<file path="config.mk">
export PLATFORM = sky130hd
export DESIGN_NAME = keyboard_backlight_controller_unit_flat
export DESIGN_NICKNAME = d
export VERILOG_FILES = /design/src/rtl/kblc_pkg.sv /design/src/rtl/kblc_in_if.sv /design/src/rtl/kblc_out_if.sv /design/src/rtl/kblc_state.sv /design/src/rtl/kblc_emit.sv /design/src/rtl/keyboard_backlight_controller_unit.sv /design/src/flat_wrapper.sv
export VERILOG_INCLUDE_DIRS = /design/src /design/src/rtl
export SDC_FILE = /design/constraint.sdc
export NUM_CORES = 1
export LEC_CHECK = 0
export ABC_AREA = 1
export BUFFER_PORTS_ARGS = -buffer_cell sky130_fd_sc_hd__buf_2
export CAP_MARGIN = 30
export CORE_ASPECT_RATIO = 0.7
export CORE_UTILIZATION = 43
export CTS_CLUSTER_DIAMETER = 200
export DETAILED_ROUTE_END_ITERATION = 12
export SETUP_SLACK_MARGIN = 0.05
export SLEW_MARGIN = 20
export SYNTH_ARGS = -nofsm -noshare
export SYNTH_HDL_FRONTEND = slang
export SYNTH_SLANG_ARGS = --single-unit
</file>
<file path="constraint.sdc">
create_clock -name clk_i -period 9.11 [get_ports clk_i]
set_clock_uncertainty 0.15 [all_clocks]
set_input_delay 1.822 -clock clk_i [delete_from_list [all_inputs] [get_ports clk_i]]
set_output_delay 1.822 -clock clk_i [all_outputs]
set_load 0.005 [all_outputs]
</file>
<file path="src/rtl/keyboard_backlight_controller_unit_assert.svh">
// ----------------------------------------------------------------------------
// Keyboard backlight controller assertion macros
// Concurrent assertion helpers; they compile to nothing in synthesis.
// ----------------------------------------------------------------------------
`ifndef KEYBOARD_BACKLIGHT_CONTROLLER_UNIT_ASSERT_SVH
`define KEYBOARD_BACKLIGHT_CONTROLLER_UNIT_ASSERT_SVH

`ifndef SYNTHESIS
`define KBLC_ASSERT_IMP(lbl, clk, rstn, ante, cons) \
  lbl: assert property (@(posedge clk) disable iff (!rstn) (ante) |-> (cons)) \
    else $error("kblc assertion failed");
`define KBLC_ASSERT_NXT(lbl, clk, rstn, ante, cons) \
  lbl: assert property (@(posedge clk) disable iff (!rstn) (ante) |=> (cons)) \
    else $error("kblc assertion failed");
`else
`define KBLC_ASSERT_IMP(lbl, clk, rstn, ante, cons)
`define KBLC_ASSERT_NXT(lbl, clk, rstn, ante, cons)
`endif

`endif

</file>
<file path="src/rtl/kblc_pkg.sv">
// ----------------------------------------------------------------------------
// Keyboard backlight controller package
// Widths, op codes, command constants, color tables and shared helpers.
// ----------------------------------------------------------------------------
package kblc_pkg;

  localparam int unsigned OpW       = 4;
  localparam int unsigned ValueW    = 8;
  localparam int unsigned BrightW   = 8;
  localparam int unsigned ThemeW    = 5;
  localparam int unsigned CmdW      = 32;
  localparam int unsigned IdxW      = 3;
  localparam int unsigned NumThemes = 22;
  localparam int unsigned NumLevels = 6;

  localparam logic [OpW-1:0] OP_SET_BRIGHT = 4'd0;
  localparam logic [OpW-1:0] OP_TOGGLE     = 4'd1;
  localparam logic [OpW-1:0] OP_STEP_DOWN  = 4'd2;
  localparam logic [OpW-1:0] OP_STEP_UP    = 4'd3;
  localparam logic [OpW-1:0] OP_SET_THEME  = 4'd4;
  localparam logic [OpW-1:0] OP_NEXT_THEME = 4'd5;
  localparam logic [OpW-1:0] OP_RESUME     = 4'd6;
  localparam logic [OpW-1:0] OP_ENABLE     = 4'd7;
  localparam logic [OpW-1:0] OP_DISABLE    = 4'd8;

  localparam logic [CmdW-1:0] CmdBright  = 32'hF400_0000;
  localparam logic [CmdW-1:0] CmdEnable  = 32'hE007_F001;
  localparam logic [CmdW-1:0] CmdDisable = 32'hE000_3001;

  localparam logic [BrightW-1:0] ToggleReset   = 8'd72;
  localparam logic [ThemeW-1:0]  ThemeFallback = 5'd5;
  localparam logic [ThemeW-1:0]  ThemeLast     = 5'd21;

  localparam logic [BrightW-1:0] StepLevels [NumLevels] = '{
    8'd48, 8'd72, 8'd96, 8'd144, 8'd192, 8'd255
  };

  localparam logic [CmdW-1:0] RegionBase [4] = '{
    32'hF000_0000, 32'hF100_0000, 32'hF200_0000, 32'hF300_0000
  };

  // Colors are stored as 0xRRGGBB.
  localparam logic [23:0] RomColour [4][NumThemes] = '{
    '{24'h0000FF, 24'hFF0000, 24'h0000FF, 24'hFFFFFF, 24'hFF00FF, 24'hFF6700,
      24'h2000FF, 24'h00FF00, 24'h00FFFF, 24'hBBE30A, 24'h15F4EE, 24'h0000FF,
      24'hFF0000, 24'hFF0020, 24'hFF6700, 24'h00FF00, 24'hFF6700, 24'h0000FF,
      24'h0000FF, 24'hFF00FF, 24'hFF0000, 24'hFFFF00},
    '{24'h00FF00, 24'hFF0000, 24'h0000FF, 24'hFFFFFF, 24'hFF00FF, 24'hFF6700,
      24'h2000FF, 24'h00FF00, 24'h00FFFF, 24'hBBE30A, 24'h15F4EE, 24'hFF0000,
      24'h00FF00, 24'hFFFF00, 24'h000000, 24'h0000FF, 24'hFFFFFF, 24'hFF00FF,
      24'hFFFFFF, 24'hFFFF00, 24'hFF6700, 24'hFFFF00},
    '{24'h0000FF, 24'hFF0000, 24'h0000FF, 24'hFFFFFF, 24'hFF00FF, 24'hFF6700,
      24'h2000FF, 24'h00FF00, 24'h00FFFF, 24'hBBE30A, 24'h15F4EE, 24'hFFFFFF,
      24'h0000FF, 24'hFF0020, 24'hFF6700, 24'hFF00FF, 24'hFF6700, 24'hFFFF00,
      24'hFF6700, 24'h00FFFF, 24'hFF0020, 24'hFFFF00},
    '{24'h00FF00, 24'hFF0000, 24'h0000FF, 24'hFFFFFF, 24'hFF00FF, 24'hFF6700,
      24'h2000FF, 24'h00FF00, 24'h00FFFF, 24'hBBE30A, 24'h15F4EE, 24'hFF0000,
      24'hFF00FF, 24'hFFFF00, 24'h000000, 24'hFFFF00, 24'hFFFFFF, 24'h00FFFF,
      24'h0000FF, 24'hFFFFFF, 24'hFF6700, 24'hFFFF00}
  };

  typedef enum logic [2:0] {
    KIND_BRIGHT,
    KIND_ENABLE,
    KIND_DISABLE,
    KIND_THEME,
    KIND_RESUME
  } kind_e;

  // One event's worth of command words, with the state they report.
  typedef struct packed {
    kind_e              kind;
    logic [BrightW-1:0] brightness;
    logic [ThemeW-1:0]  theme;
  } job_t;

  function automatic logic [CmdW-1:0] region_word(logic [1:0] region,
                                                  logic [ThemeW-1:0] theme);
    logic [23:0] c;
    c = RomColour[region][theme];
    // Controller order is blue, red, green.
    return RegionBase[region] | {8'h00, c[7:0], c[23:16], c[15:8]};
  endfunction

  function automatic logic [IdxW-1:0] job_last_idx(kind_e kind);
    logic [IdxW-1:0] r;
    case (kind)
      KIND_THEME:  r = 3'd3;
      KIND_RESUME: r = 3'd6;
      default:     r = 3'd0;
    endcase
    return r;
  endfunction

endpackage

</file>
<file path="src/rtl/kblc_in_if.sv">
// ----------------------------------------------------------------------------
// Keyboard backlight event channel
// Valid/ready channel carrying one hotkey or host event per item.
// ----------------------------------------------------------------------------
interface kblc_in_if;
  logic                        valid;
  logic                        ready;
  logic [kblc_pkg::OpW-1:0]    op;
  logic [kblc_pkg::ValueW-1:0] value;

  modport source (output valid, output op, output value, input ready);
  modport sink (input valid, input op, input value, output ready);
endinterface

</file>
<file path="src/rtl/kblc_out_if.sv">
// ----------------------------------------------------------------------------
// Keyboard backlight command channel
// Valid/ready channel carrying one controller command word per item.
// ----------------------------------------------------------------------------
interface kblc_out_if;
  logic                         valid;
  logic                         ready;
  logic [kblc_pkg::CmdW-1:0]    command;
  logic                         last_command;
  logic [kblc_pkg::BrightW-1:0] brightness_now;
  logic [kblc_pkg::ThemeW-1:0]  theme_now;

  modport source (output valid, output command, output last_command,
                  output brightness_now, output theme_now, input ready);
  modport sink (input valid, input command, input last_command,
                input brightness_now, input theme_now, output ready);
endinterface

</file>
<file path="src/rtl/kblc_state.sv">
// ----------------------------------------------------------------------------
// Keyboard backlight state and event decode
// Holds brightness, toggle level and theme; turns an event into a job.
// ----------------------------------------------------------------------------
module kblc_state (
  input  logic                        clk_i,
  input  logic                        rst_ni,
  input  logic                        fire_i,
  input  logic [kblc_pkg::OpW-1:0]    op_i,
  input  logic [kblc_pkg::ValueW-1:0] value_i,
  output kblc_pkg::job_t              job_o,
  output logic                        has_words_o
);

  logic [kblc_pkg::BrightW-1:0] bright_q, bright_d;
  logic [kblc_pkg::BrightW-1:0] toggle_q, toggle_d;
  logic [kblc_pkg::ThemeW-1:0]  theme_q, theme_d;
  logic [kblc_pkg::BrightW-1:0] tog_bright, tog_level;
  logic [kblc_pkg::BrightW-1:0] dn_level, up_level;
  logic                         dn_found, up_found, bright_zero;
  kblc_pkg::kind_e              kind;

  assign bright_zero = (bright_q == '0);
  assign tog_bright  = bright_zero ? toggle_q : '0;
  assign tog_level   = bright_zero ? toggle_q : bright_q;

  // Levels ascend, so the last hit below is the nearest one down and the
  // last hit scanning downward is the nearest one up.
  always_comb begin
    dn_found = 1'b0;
    dn_level = '0;
    up_found = 1'b0;
    up_level = '0;
    for (int i = 0; i < kblc_pkg::NumLevels; i++) begin
      if (kblc_pkg::StepLevels[i] < bright_q) begin
        dn_found = 1'b1;
        dn_level = kblc_pkg::StepLevels[i];
      end
    end
    for (int i = kblc_pkg::NumLevels - 1; i >= 0; i--) begin
      if (kblc_pkg::StepLevels[i] > bright_q) begin
        up_found = 1'b1;
        up_level = kblc_pkg::StepLevels[i];
      end
    end
  end

  always_comb begin
    bright_d    = bright_q;
    toggle_d    = toggle_q;
    theme_d     = theme_q;
    kind        = kblc_pkg::KIND_BRIGHT;
    has_words_o = 1'b0;
    unique case (op_i)
      kblc_pkg::OP_SET_BRIGHT: begin
        bright_d    = value_i;
        has_words_o = 1'b1;
      end
      kblc_pkg::OP_TOGGLE: begin
        bright_d    = tog_bright;
        toggle_d    = tog_level;
        has_words_o = 1'b1;
      end
      kblc_pkg::OP_STEP_DOWN: begin
        if (bright_zero) begin
          bright_d    = tog_bright;
          toggle_d    = tog_level;
          has_words_o = 1'b1;
        end else if (dn_found) begin
          bright_d    = dn_level;
          has_words_o = 1'b1;
        end
      end
      kblc_pkg::OP_STEP_UP: begin
        if (bright_zero) begin
          bright_d    = tog_bright;
          toggle_d    = tog_level;
          has_words_o = 1'b1;
        end else if (up_found) begin
          bright_d    = up_level;
          has_words_o = 1'b1;
        end
      end
      kblc_pkg::OP_SET_THEME: begin
        theme_d     = (value_i >= kblc_pkg::ValueW'(kblc_pkg::NumThemes)) ?
                      kblc_pkg::ThemeFallback : value_i[kblc_pkg::ThemeW-1:0];
        kind        = kblc_pkg::KIND_THEME;
        has_words_o = 1'b1;
      end
      kblc_pkg::OP_NEXT_THEME: begin
        theme_d     = (theme_q >= kblc_pkg::ThemeLast) ? '0 : theme_q + 5'd1;
        kind        = kblc_pkg::KIND_THEME;
        has_words_o = 1'b1;
      end
      kblc_pkg::OP_RESUME: begin
        kind        = kblc_pkg::KIND_RESUME;
        has_words_o = 1'b1;
      end
      kblc_pkg::OP_ENABLE: begin
        kind        = kblc_pkg::KIND_ENABLE;
        has_words_o = 1'b1;
      end
      kblc_pkg::OP_DISABLE: begin
        kind        = kblc_pkg::KIND_DISABLE;
        has_words_o = 1'b1;
      end
      default: begin
        has_words_o = 1'b0;
      end
    endcase
  end

  // Every word of an event reports the state as it stands after the event.
  assign job_o.kind       = kind;
  assign job_o.brightness = bright_d;
  assign job_o.theme      = theme_d;

  always_ff @(posedge clk_i or negedge rst_ni) begin
    if (!rst_ni) begin
      bright_q <= '0;
      toggle_q <= kblc_pkg::ToggleReset;
      theme_q  <= '0;
    end else if (fire_i) begin
      bright_q <= bright_d;
      toggle_q <= toggle_d;
      theme_q  <= theme_d;
    end
  end

endmodule

</file>
<file path="src/rtl/kblc_emit.sv">
// ----------------------------------------------------------------------------
// Keyboard backlight command emitter
// Walks the words of the current job into a registered output stage.
// ----------------------------------------------------------------------------
`include "keyboard_backlight_controller_unit_assert.svh"

module kblc_emit (
  input  logic             clk_i,
  input  logic             rst_ni,
  input  logic             load_i,
  input  kblc_pkg::job_t   job_i,
  output logic             job_free_o,
  kblc_out_if.source       out_o
);

  logic                       job_valid_q;
  kblc_pkg::job_t             job_q;
  logic [kblc_pkg::IdxW-1:0]  idx_q;
  logic [kblc_pkg::IdxW-1:0]  last_idx;
  logic                       job_last, word_move;
  logic [1:0]                 resume_region;
  logic [kblc_pkg::CmdW-1:0]  word;

  logic                         out_valid_q;
  logic [kblc_pkg::CmdW-1:0]    cmd_q;
  logic                         last_q;
  logic [kblc_pkg::BrightW-1:0] bright_q;
  logic [kblc_pkg::ThemeW-1:0]  theme_q;

  assign last_idx   = kblc_pkg::job_last_idx(job_q.kind);
  assign job_last   = (idx_q == last_idx);
  assign word_move  = job_valid_q && (!out_valid_q || out_o.ready);
  assign job_free_o = !job_valid_q || (word_move && job_last);

  // Resume sends its four region words at positions two to five.
  assign resume_region = idx_q[1:0] - 2'd2;

  always_comb begin
    unique case (job_q.kind)
      kblc_pkg::KIND_BRIGHT:  word = kblc_pkg::CmdBright | 32'(job_q.brightness);
      kblc_pkg::KIND_ENABLE:  word = kblc_pkg::CmdEnable;
      kblc_pkg::KIND_DISABLE: word = kblc_pkg::CmdDisable;
      kblc_pkg::KIND_THEME:   word = kblc_pkg::region_word(idx_q[1:0], job_q.theme);
      kblc_pkg::KIND_RESUME: begin
        if (idx_q == 3'd0) begin
          word = kblc_pkg::CmdDisable;
        end else if (idx_q == 3'd1) begin
          word = kblc_pkg::CmdBright | 32'(job_q.brightness);
        end else if (idx_q == last_idx) begin
          word = kblc_pkg::CmdEnable;
        end else begin
          word = kblc_pkg::region_word(resume_region, job_q.theme);
        end
      end
      default: word = kblc_pkg::CmdEnable;
    endcase
  end

  always_ff @(posedge clk_i or negedge rst_ni) begin
    if (!rst_ni) begin
      job_valid_q <= 1'b0;
      idx_q       <= '0;
    end else if (load_i) begin
      job_valid_q <= 1'b1;
      idx_q       <= '0;
    end else if (word_move && job_last) begin
      job_valid_q <= 1'b0;
    end else if (word_move) begin
      idx_q <= idx_q + 3'd1;
    end
  end

  always_ff @(posedge clk_i) begin
    if (load_i) begin
      job_q <= job_i;
    end
  end

  always_ff @(posedge clk_i or negedge rst_ni) begin
    if (!rst_ni) begin
      out_valid_q <= 1'b0;
    end else if (word_move) begin
      out_valid_q <= 1'b1;
    end else if (out_o.ready) begin
      out_valid_q <= 1'b0;
    end
  end

  always_ff @(posedge clk_i) begin
    if (word_move) begin
      cmd_q    <= word;
      last_q   <= job_last;
      bright_q <= job_q.brightness;
      theme_q  <= job_q.theme;
    end
  end

  assign out_o.valid          = out_valid_q;
  assign out_o.command        = cmd_q;
  assign out_o.last_command   = last_q;
  assign out_o.brightness_now = bright_q;
  assign out_o.theme_now      = theme_q;

  `KBLC_ASSERT_IMP(a_idx_in_job, clk_i, rst_ni, job_valid_q, idx_q <= last_idx)
  `KBLC_ASSERT_IMP(a_load_when_free, clk_i, rst_ni, load_i, job_free_o)
  `KBLC_ASSERT_NXT(a_job_ends, clk_i, rst_ni, word_move && job_last && !load_i, !job_valid_q)
  `KBLC_ASSERT_NXT(a_load_starts, clk_i, rst_ni, load_i, job_valid_q && idx_q == 3'd0)

endmodule

</file>
<file path="src/rtl/keyboard_backlight_controller_unit.sv">
// ----------------------------------------------------------------------------
// Keyboard backlight controller
// Turns hotkey and host events into keyboard LED controller command words.
// ----------------------------------------------------------------------------
// The first command word of an event passes the event register, the emitter's
// job register and its output register. Throughput: one command word per cycle
// while the output is ready; an event has one to seven words, and an event with
// no words passes the event register without loading the emitter.
// Reset: brightness 0, toggle level 72, theme 0; no clearing pass.
module keyboard_backlight_controller_unit (
  input  logic       clk_i,
  input  logic       rst_ni,
  kblc_in_if.sink    in_i,
  kblc_out_if.source out_o
);

  logic                        ev_valid_q;
  logic [kblc_pkg::OpW-1:0]    ev_op_q;
  logic [kblc_pkg::ValueW-1:0] ev_value_q;
  logic                        ev_take;
  logic                        job_free;
  logic                        has_words;
  kblc_pkg::job_t              job;

  assign ev_take  = ev_valid_q && job_free;
  assign in_i.ready = !ev_valid_q || ev_take;

  always_ff @(posedge clk_i or negedge rst_ni) begin
    if (!rst_ni) begin
      ev_valid_q <= 1'b0;
    end else if (in_i.valid && in_i.ready) begin
      ev_valid_q <= 1'b1;
    end else if (ev_take) begin
      ev_valid_q <= 1'b0;
    end
  end

  always_ff @(posedge clk_i) begin
    if (in_i.valid && in_i.ready) begin
      ev_op_q    <= in_i.op;
      ev_value_q <= in_i.value;
    end
  end

  kblc_state u_state (
    .clk_i       (clk_i),
    .rst_ni      (rst_ni),
    .fire_i      (ev_take),
    .op_i        (ev_op_q),
    .value_i     (ev_value_q),
    .job_o       (job),
    .has_words_o (has_words)
  );

  kblc_emit u_emit (
    .clk_i      (clk_i),
    .rst_ni     (rst_ni),
    .load_i     (ev_take && has_words),
    .job_i      (job),
    .job_free_o (job_free),
    .out_o      (out_o)
  );

endmodule
</file>
<file path="src/flat_wrapper.sv">
// flat-port wrapper written by rule: the top's interface ports become plain ports
module keyboard_backlight_controller_unit_flat 
  (clk_i, rst_ni, in_i_valid, in_i_op, in_i_value, in_i_ready, out_o_valid, out_o_command, out_o_last_command, out_o_brightness_now, out_o_theme_now, out_o_ready);
  kblc_in_if in_i_i ();
  kblc_out_if out_o_i ();
  input  logic clk_i;
  input  logic rst_ni;
  input wire logic [$bits(in_i_i.valid)-1:0] in_i_valid;
  input wire logic [$bits(in_i_i.op)-1:0] in_i_op;
  input wire logic [$bits(in_i_i.value)-1:0] in_i_value;
  output wire logic [$bits(in_i_i.ready)-1:0] in_i_ready;
  output wire logic [$bits(out_o_i.valid)-1:0] out_o_valid;
  output wire logic [$bits(out_o_i.command)-1:0] out_o_command;
  output wire logic [$bits(out_o_i.last_command)-1:0] out_o_last_command;
  output wire logic [$bits(out_o_i.brightness_now)-1:0] out_o_brightness_now;
  output wire logic [$bits(out_o_i.theme_now)-1:0] out_o_theme_now;
  input wire logic [$bits(out_o_i.ready)-1:0] out_o_ready;
  assign in_i_i.valid = in_i_valid;
  assign in_i_i.op = in_i_op;
  assign in_i_i.value = in_i_value;
  assign in_i_ready = in_i_i.ready;
  assign out_o_valid = out_o_i.valid;
  assign out_o_command = out_o_i.command;
  assign out_o_last_command = out_o_i.last_command;
  assign out_o_brightness_now = out_o_i.brightness_now;
  assign out_o_theme_now = out_o_i.theme_now;
  assign out_o_i.ready = out_o_ready;
  keyboard_backlight_controller_unit u_core (.clk_i(clk_i), .rst_ni(rst_ni), .in_i(in_i_i), .out_o(out_o_i));
endmodule
</file>
==> key figures, run 1 <==
Synthesis
  – Cell variety after synth: 46
  – Ys async rst share: 0.2842
  – Cell taking the most area after synthesis: edfxtp_1
  – Warnings from Yosys: 0
  – Area share of the largest cell type after synthesis: 0.3411
  – Seq/Total Area, Yosys: 0.4543
  – Synthesized cell area: 5987 µm²
  – Mean Syn Cell Area: 7.559 µm²
  – Post-synth top cells: 290 x nand2_1, 87 x inv_1, 68 x edfxtp_1
  – Gate Count Post-Synth: 792
  – Dominant synthesized flop cell: edfxtp_1
  – Most frequent cell after synthesis: nand2_1
  – Yosys reg bits: 95
  – Ranking of synthesized cells by area: edfxtp_1 34%, nand2_1 18%, dfrtp_1 10%
  – Post-synth EDFFs: 68

Die
  – Die height: 100.7 µm
  – Die width: 143.0 µm
  – Core Region: 13360 µm²
  – Initial Util: 0.4482
  – IO Count: 64
  – Row Count: 35
  – Die area: 14410 µm²

Placement
  – I/O Buffers: 59
  – GPL Wtd Cong: 1.016
  – Placement Setup Slack: 4501 ps
  – HPWL Detailed: 13.30 mm

Setup path
  – Critical Path Fanout Max: 4
  – CP Data Required Time: 7140 ps
  – CP Class: primary input to primary output
  – Crit. End Element: primary output
  – Startpoint types: primary input
  – WP data arrival: 2650 ps

Global routing
  – Vias in the first global route: 5060
  – Initial antenna violation count: 0
  – Global-route wire length before repair: 27.99 mm
  – Global route overflow: 0
  – Largest net degree at the start of global routing: 42
  – All-Layer GR Usage: 0.2594

Clock network
  – Clk slew on worst S/H paths: 70 ps
  – Clk buf depth: 2
  – CTS Buf Count: 9
  – PostCTS Resize Cnt: 0
  – CTS H-tree depth: 3
  – CTS Hold Bufs: 0
  – Num Clock Sinks: 95
  – CTS tree: built
  – Clk root buf: clkbuf_16
  – Clock latency at the later pin of the worst-skew pair: 340 ps
  – Post-CTS setup buffer count: 0

Cells and area
  – Net count, final: 867
  – Share of cells above drive strength 1: 0.1334
  – Ant. Diodes: 0
  – Synth-to-Final Area Change: 11.87%

Routing
  – WL/cell: 16.94 µm
  – Final wirelength: 17.48 mm
  – Routed vias: 5589
  – DR vias/cell: 5.416
  – 1st-pass router iterations: 5
  – ANT nets after route: 0
  – 1st-iter DRT viols: 566
  – # DRC: 0

Power
  – VDD IR-drop max: 132.2 µV
  – Leakage: 3.175 nW
  – Power Dens Cells: 358.2 nW/µm²
  – Final Total Pwr: 2.399 mW

STA
  – Final worst path period need: 4625 ps
  – Setup slack after layout: 4485 ps
  – Slew Viols, Final: 0
  – Worst-Margin Slew: 781.0 ps
  – Slew margin rel.: 0.4793
  – Post-route clock period utilization: 0.5077
  – Setup TNS: 0 ps
  – Final setup vio count: 0
  – RSZ-0062 raised after global routing: false
  – Final Hold Vio Count: 0
  – Maximum clock rate: 216.2 MHz

Run status
  – Run status: finished, final reports clean

Hold path
  – Hold crit path type: flop to flop

Job
  – Max-cap viol count: 0
metrics by stage:
step / std cells / util / hold WS, ps / cell area (µm²)
final: 1032 / 0.5015 / 334.4 / 6698
after floorplan: 794 / - / 270.6 / 5995
after global routing: 1032 / 0.5015 / 350.0 / 6698
after global placement: 1016 / 0.4791 / 321.2 / 6399
after detailed placement: 1016 / 0.4791 / 297.7 / 6399
after CTS: 1032 / 0.5015 / 332.7 / 6698
cells by family after synthesis:
group,synth area share
compound gates,0.1277
fa+ha+maj,0.01881
xor+xnor,0.01149
simple gates,0.3043
buf+inv,0.08213
other cells,0.001254
flops,0.4543
state kept, by name (all words and copies together) (netlist names), 4 cells and up:
| name | cells |
|---|---|
| u_core.ev_op_q | 4 |
| u_core.u_emit.job_q | 16 |
| u_core.u_emit.out_o.command | 26 |
| u_core.u_state.toggle_q | 8 |
| u_core.u_emit.out_o.brightness_now | 8 |
| u_core.ev_value_q | 8 |
| u_core.u_emit.out_o.theme_now | 5 |
| u_core.u_state.theme_q | 5 |
| u_core.u_state.bright_q | 8 |
layout make-up:
cell class | count | area, µm²
clock inverters | 4 | 31.28
clock buffers | 12 | 267.8
multi-input cells | 583 | 2790
repair buffers | 61 | 310.3
fillers | 1329 | 6659
flip-flops and latches | 95 | 2720
inverters | 92 | 346.6
well taps | 185 | 231.5
critical path, cell delays in order:
cell and delay (ps):
buf_2 80, inv_1 30, nand2_1 80, inv_1 110
o21ai_4 250, inv_1 60, nand2_1 90, buf_2 120
path summary, 6_finish.rpt:
check | endpoint | cells after the start | from | slack (ps)
min in group asynchronous | u_core.u_state.bright_q[7]$_DFFE_PN0P_ | 1 | rst_ni | 1350
max in group asynchronous | u_core.u_emit.idx_q[0]$_DFFE_PN0P_ | 1 | rst_ni | 7020
worst min register to register | u_core.u_state.toggle_q[6]$_DFFE_PN1P_ | 2 | u_core.u_state.toggle_q[6]$_DFFE_PN1P_ | 330
worst max register to register | u_core.u_emit.job_q[6]$_DFFE_PP_ | 11 | u_core.u_emit.job_q[15]$_DFFE_PP_ | 5840
worst min-delay path | u_core.u_state.toggle_q[6]$_DFFE_PN1P_ | 2 | u_core.u_state.toggle_q[6]$_DFFE_PN1P_ | 330
worst max-delay path | in_i_ready | 8 | out_o_ready | 4490
report_power, final:
part | switching, mW | total [mW] | internal (mW)
registers | 0.134 | 0.817 | 0.683
clock network | 0.164 | 0.376 | 0.212
logic | 0.849 | 1.21 | 0.358
layout by cell type (no fill, tap or decap), types with 3 or more instances in the layout:
| cell | instances |
|---|---|
| a31oi_1 | 8 |
| o21ai_1 | 9 |
| dfrtp_1 | 25 |
| clkbuf_16 | 10 |
| nor2_2 | 4 |
| nor2_1 | 54 |
| buf_2 | 59 |
| nand3_1 | 49 |
| conb_1 | 4 |
| nor3_1 | 7 |
| xor2_1 | 5 |
| inv_1 | 87 |
| a21oi_1 | 37 |
| nand2_1 | 290 |
| a21boi_0 | 7 |
| o31ai_1 | 3 |
| nand3_2 | 3 |
| ha_1 | 9 |
| o21ai_0 | 43 |
| o22ai_1 | 5 |
| o211ai_1 | 8 |
| nor2_4 | 4 |
| or2_2 | 3 |
| o21ai_2 | 7 |
| edfxtp_1 | 68 |
| nand4_1 | 6 |
| nand2_2 | 3 |
| inv_2 | 3 |
per-layer routing:
layer | up-vias | global-route usage | part of all wire
met5 | - | 0 | 0
met4 | 0 | 0.05294 | 0.0098
met3 | 17 | 0.06841 | 0.10
met2 | 254 | 0.3418 | 0.38
met1 | 2635 | 0.4128 | 0.51
li1 | 2683 | - | -
No activity file was read; power rests on OpenSTA's default activity.
==> run 2: changes to the inputs <==
- clock period: 9.11 -> 3.8 ns (I/O delays scaled with it)
==> run 2 against run 1 <==
Compared with the run above: count of clock-buffer cells in the layout is 2 lower; utilization is 0.094 points higher; non-clock buffer count is 4 higher; clock power is 130% higher; cell count is 0.39% higher; worst setup slack worse by 4000 ps; critical path type is now flop to primary output; largest power group unchanged.
==> key figures, run 2 (same netlist as run 1, synthesis figures left out) <==
Run status
  – Run status: finished, final reports clean

Clock network
  – Post-CTS setup buffer count: 0 (unchanged)
  – CTS Buf Count: 9 (unchanged)
  – CTS H-tree depth: 3 (unchanged)
  – Clk buf depth: 2 (unchanged)
  – CTS Hold Bufs: 0 (unchanged)
  – CTS tree: built
  – Num Clock Sinks: 95 (unchanged)
  – PostCTS Resize Cnt: 0 (unchanged)
  – Clk slew on worst S/H paths: 70 ps (about the same)
  – Clk root buf: clkbuf_16
  – Clock latency at the later pin of the worst-skew pair: 350 ps (about the same)

Cells and area
  – Commonest non-fill, non-tap cell in the layout: nand2_1
  – Ant. Diodes: 0 (unchanged)
  – Synth-to-Final Area Change: 12.08%
  – Net count, final: 871 (+0.46%)
  – Share of cells above drive strength 1: 0.1375 (+0.004073)
  – Max reg flops: 26 (unchanged)
  – Filler cells: 1325 (-0.30%)
  – Commonest cells after routing, fill and taps aside: 290 x nand2_1, 87 x inv_1, 68 x edfxtp_1

Routing
  – DR vias/cell: 5.443 (+0.51%)
  – # DRC: 0 (unchanged)
  – Routed vias: 5639 (+0.89%)
  – 1st-pass router iterations: 5 (unchanged)
  – WL/cell: 17.09 µm (+0.88%)
  – 1st-iter DRT viols: 526 (-7.1%)
  – Final wirelength: 17.71 mm (+1.3%)
  – ANT nets after route: 0 (unchanged)

STA
  – Final Hold Vio Count: 0 (unchanged)
  – RSZ-0062 raised after global routing: false
  – Setup TNS: 0 ps (unchanged)
  – Slew margin rel.: 0.4775 (-0.001775)
  – Worst-Margin Slew: 773.6 ps (-7.457 ps)
  – Final worst path period need: 3321 ps
  – Final setup vio count: 0 (unchanged)
  – Maximum clock rate: 301.1 MHz
  – Slew Viols, Final: 0 (unchanged)
  – Post-route clock period utilization: 0.8739

Setup path
  – CP Data Required Time: 2890 ps (-4250 ps)
  – Critical Path Fanout Max: 11 (+7)
  – Worst path max stage delay: 440 ps (+190 ps)
  – Startpoint types: flop
  – Buffers and inverters on the worst path: 4 (-1)
  – WP data arrival: 2410 ps (-240 ps)
  – Slowest cell on crit path: edfxtp_1
  – Top cell by count, worst path: inv_1
  – Critical-path cell list: inv_1 > nand3_2 > inv_1 > ha_1 > nor2_2 > nand2_2 > o21ai_4 > inv_1 > nand2_1 > buf_2
  – CP Class: flop to primary output
  – Cell family with most CP delay: simple AND/OR/NAND/NOR gates
  – Crit. End Element: primary output

Power
  – Power Dens Cells: 855.7 nW/µm² (+140%)
  – Leakage: 3.187 nW (+0.37%)
  – Final Total Pwr: 5.742 mW (+140%)
  – VDD IR-drop max: 277.2 µV (+110%)

Die
  – Die area: 14410 µm² (unchanged)
  – Die width: 143.0 µm (unchanged)
  – Row Count: 35 (unchanged)
  – Core Region: 13360 µm² (unchanged)
  – Die height: 100.7 µm (unchanged)
  – Initial Util: 0.4482 (unchanged)
  – IO Count: 64 (unchanged)

Global routing
  – Global route overflow: 0 (unchanged)
  – Global-route wire length before repair: 28.15 mm (+0.57%)
  – Initial antenna violation count: 0 (unchanged)
  – Largest net degree at the start of global routing: 29 (-31%)
  – Vias in the first global route: 5176 (+2.3%)
  – All-Layer GR Usage: 0.2629 (+0.003562)

Placement
  – I/O Buffers: 59 (unchanged)
  – HPWL Detailed: 13.37 mm (+0.47%)
  – GPL Wtd Cong: 0.9997 (-1.6%)

Job
  – Max-cap viol count: 0 (unchanged)

Hold path
  – Hold crit path type: primary input to asynchronous set/reset pin
## run 2: changes by cell type in the layout (fill, tap and decap cells not counted)
cell,before,now
clkinv_1,1,2
clkinv_2,1,2
buf_4,2,6
inv_4,1,0
clkbuf_16,10,9
clkbuf_1,1,0
clkinv_4,0,1
## run 2: area by class of cell
class                           count  area (µm²)  area share
Clock buffer                       10       239.0     0.03561
Clock inverter                      6       42.54    0.006340
Inverter                           92       346.6     0.05165
Multi-Input combinational cell    583        2790      0.4158
Sequential cell                    95        2720      0.4054
Tap cell                          185       231.5     0.03450
Timing Repair Buffer               65       340.3     0.05072
## run 2: where the power goes
part	internal [mW]	switching, mW	total (mW)	leakage [nW]
Clock	0.465	0.407	0.871	0.137
Sequential	1.64	0.325	1.96	1.00
Combinational	0.878	2.03	2.91	2.05
## run 2: stage by stage
stage,hold WS [ps],worst slack [ps],util,instance area (µm²),std cells
global placement,321.1,871.6,0.4813,6429,1020
CTS,316.7,469.4,0.5024,6710,1036
finish,293.7,479.3,0.5024,6710,1036
floorplan,270.6,140.0,-,5995,794
global route,345.1,296.9,0.5024,6710,1036
detailed placement,300.7,715.0,0.4813,6429,1020
## run 2: path summary, 6_finish.rpt
kind / slack (ps) / endpoint / start / cells after the start
worst max-delay path: 480 / in_i_ready / u_core.u_emit.job_q[15]$_DFFE_PP_ / 10
worst min-delay path: 290 / u_core.u_state.bright_q[7]$_DFFE_PN0P_ / rst_ni / 1
worst max register to register: 700 / u_core.u_emit.job_q[5]$_DFFE_PP_ / u_core.u_emit.job_q[15]$_DFFE_PP_ / 11
worst min register to register: 340 / u_core.u_state.toggle_q[5]$_DFFE_PN0P_ / u_core.u_state.toggle_q[5]$_DFFE_PN0P_ / 2
max in group asynchronous: 2770 / u_core.u_emit.idx_q[1]$_DFFE_PN0P_ / rst_ni / 1
min in group clk_i: 340 / u_core.u_state.toggle_q[5]$_DFFE_PN0P_ / u_core.u_state.toggle_q[5]$_DFFE_PN0P_ / 2
## run 2: routing by layer
layer  vias to the layer above  routed length [µm]  track usage
li1                       2693                   -            -
met5                         -                   0            0
met4                         0                 199      0.07031
met3                        22                1984      0.06841
met2                       331                6831       0.3546
met1                      2593                8692       0.4066
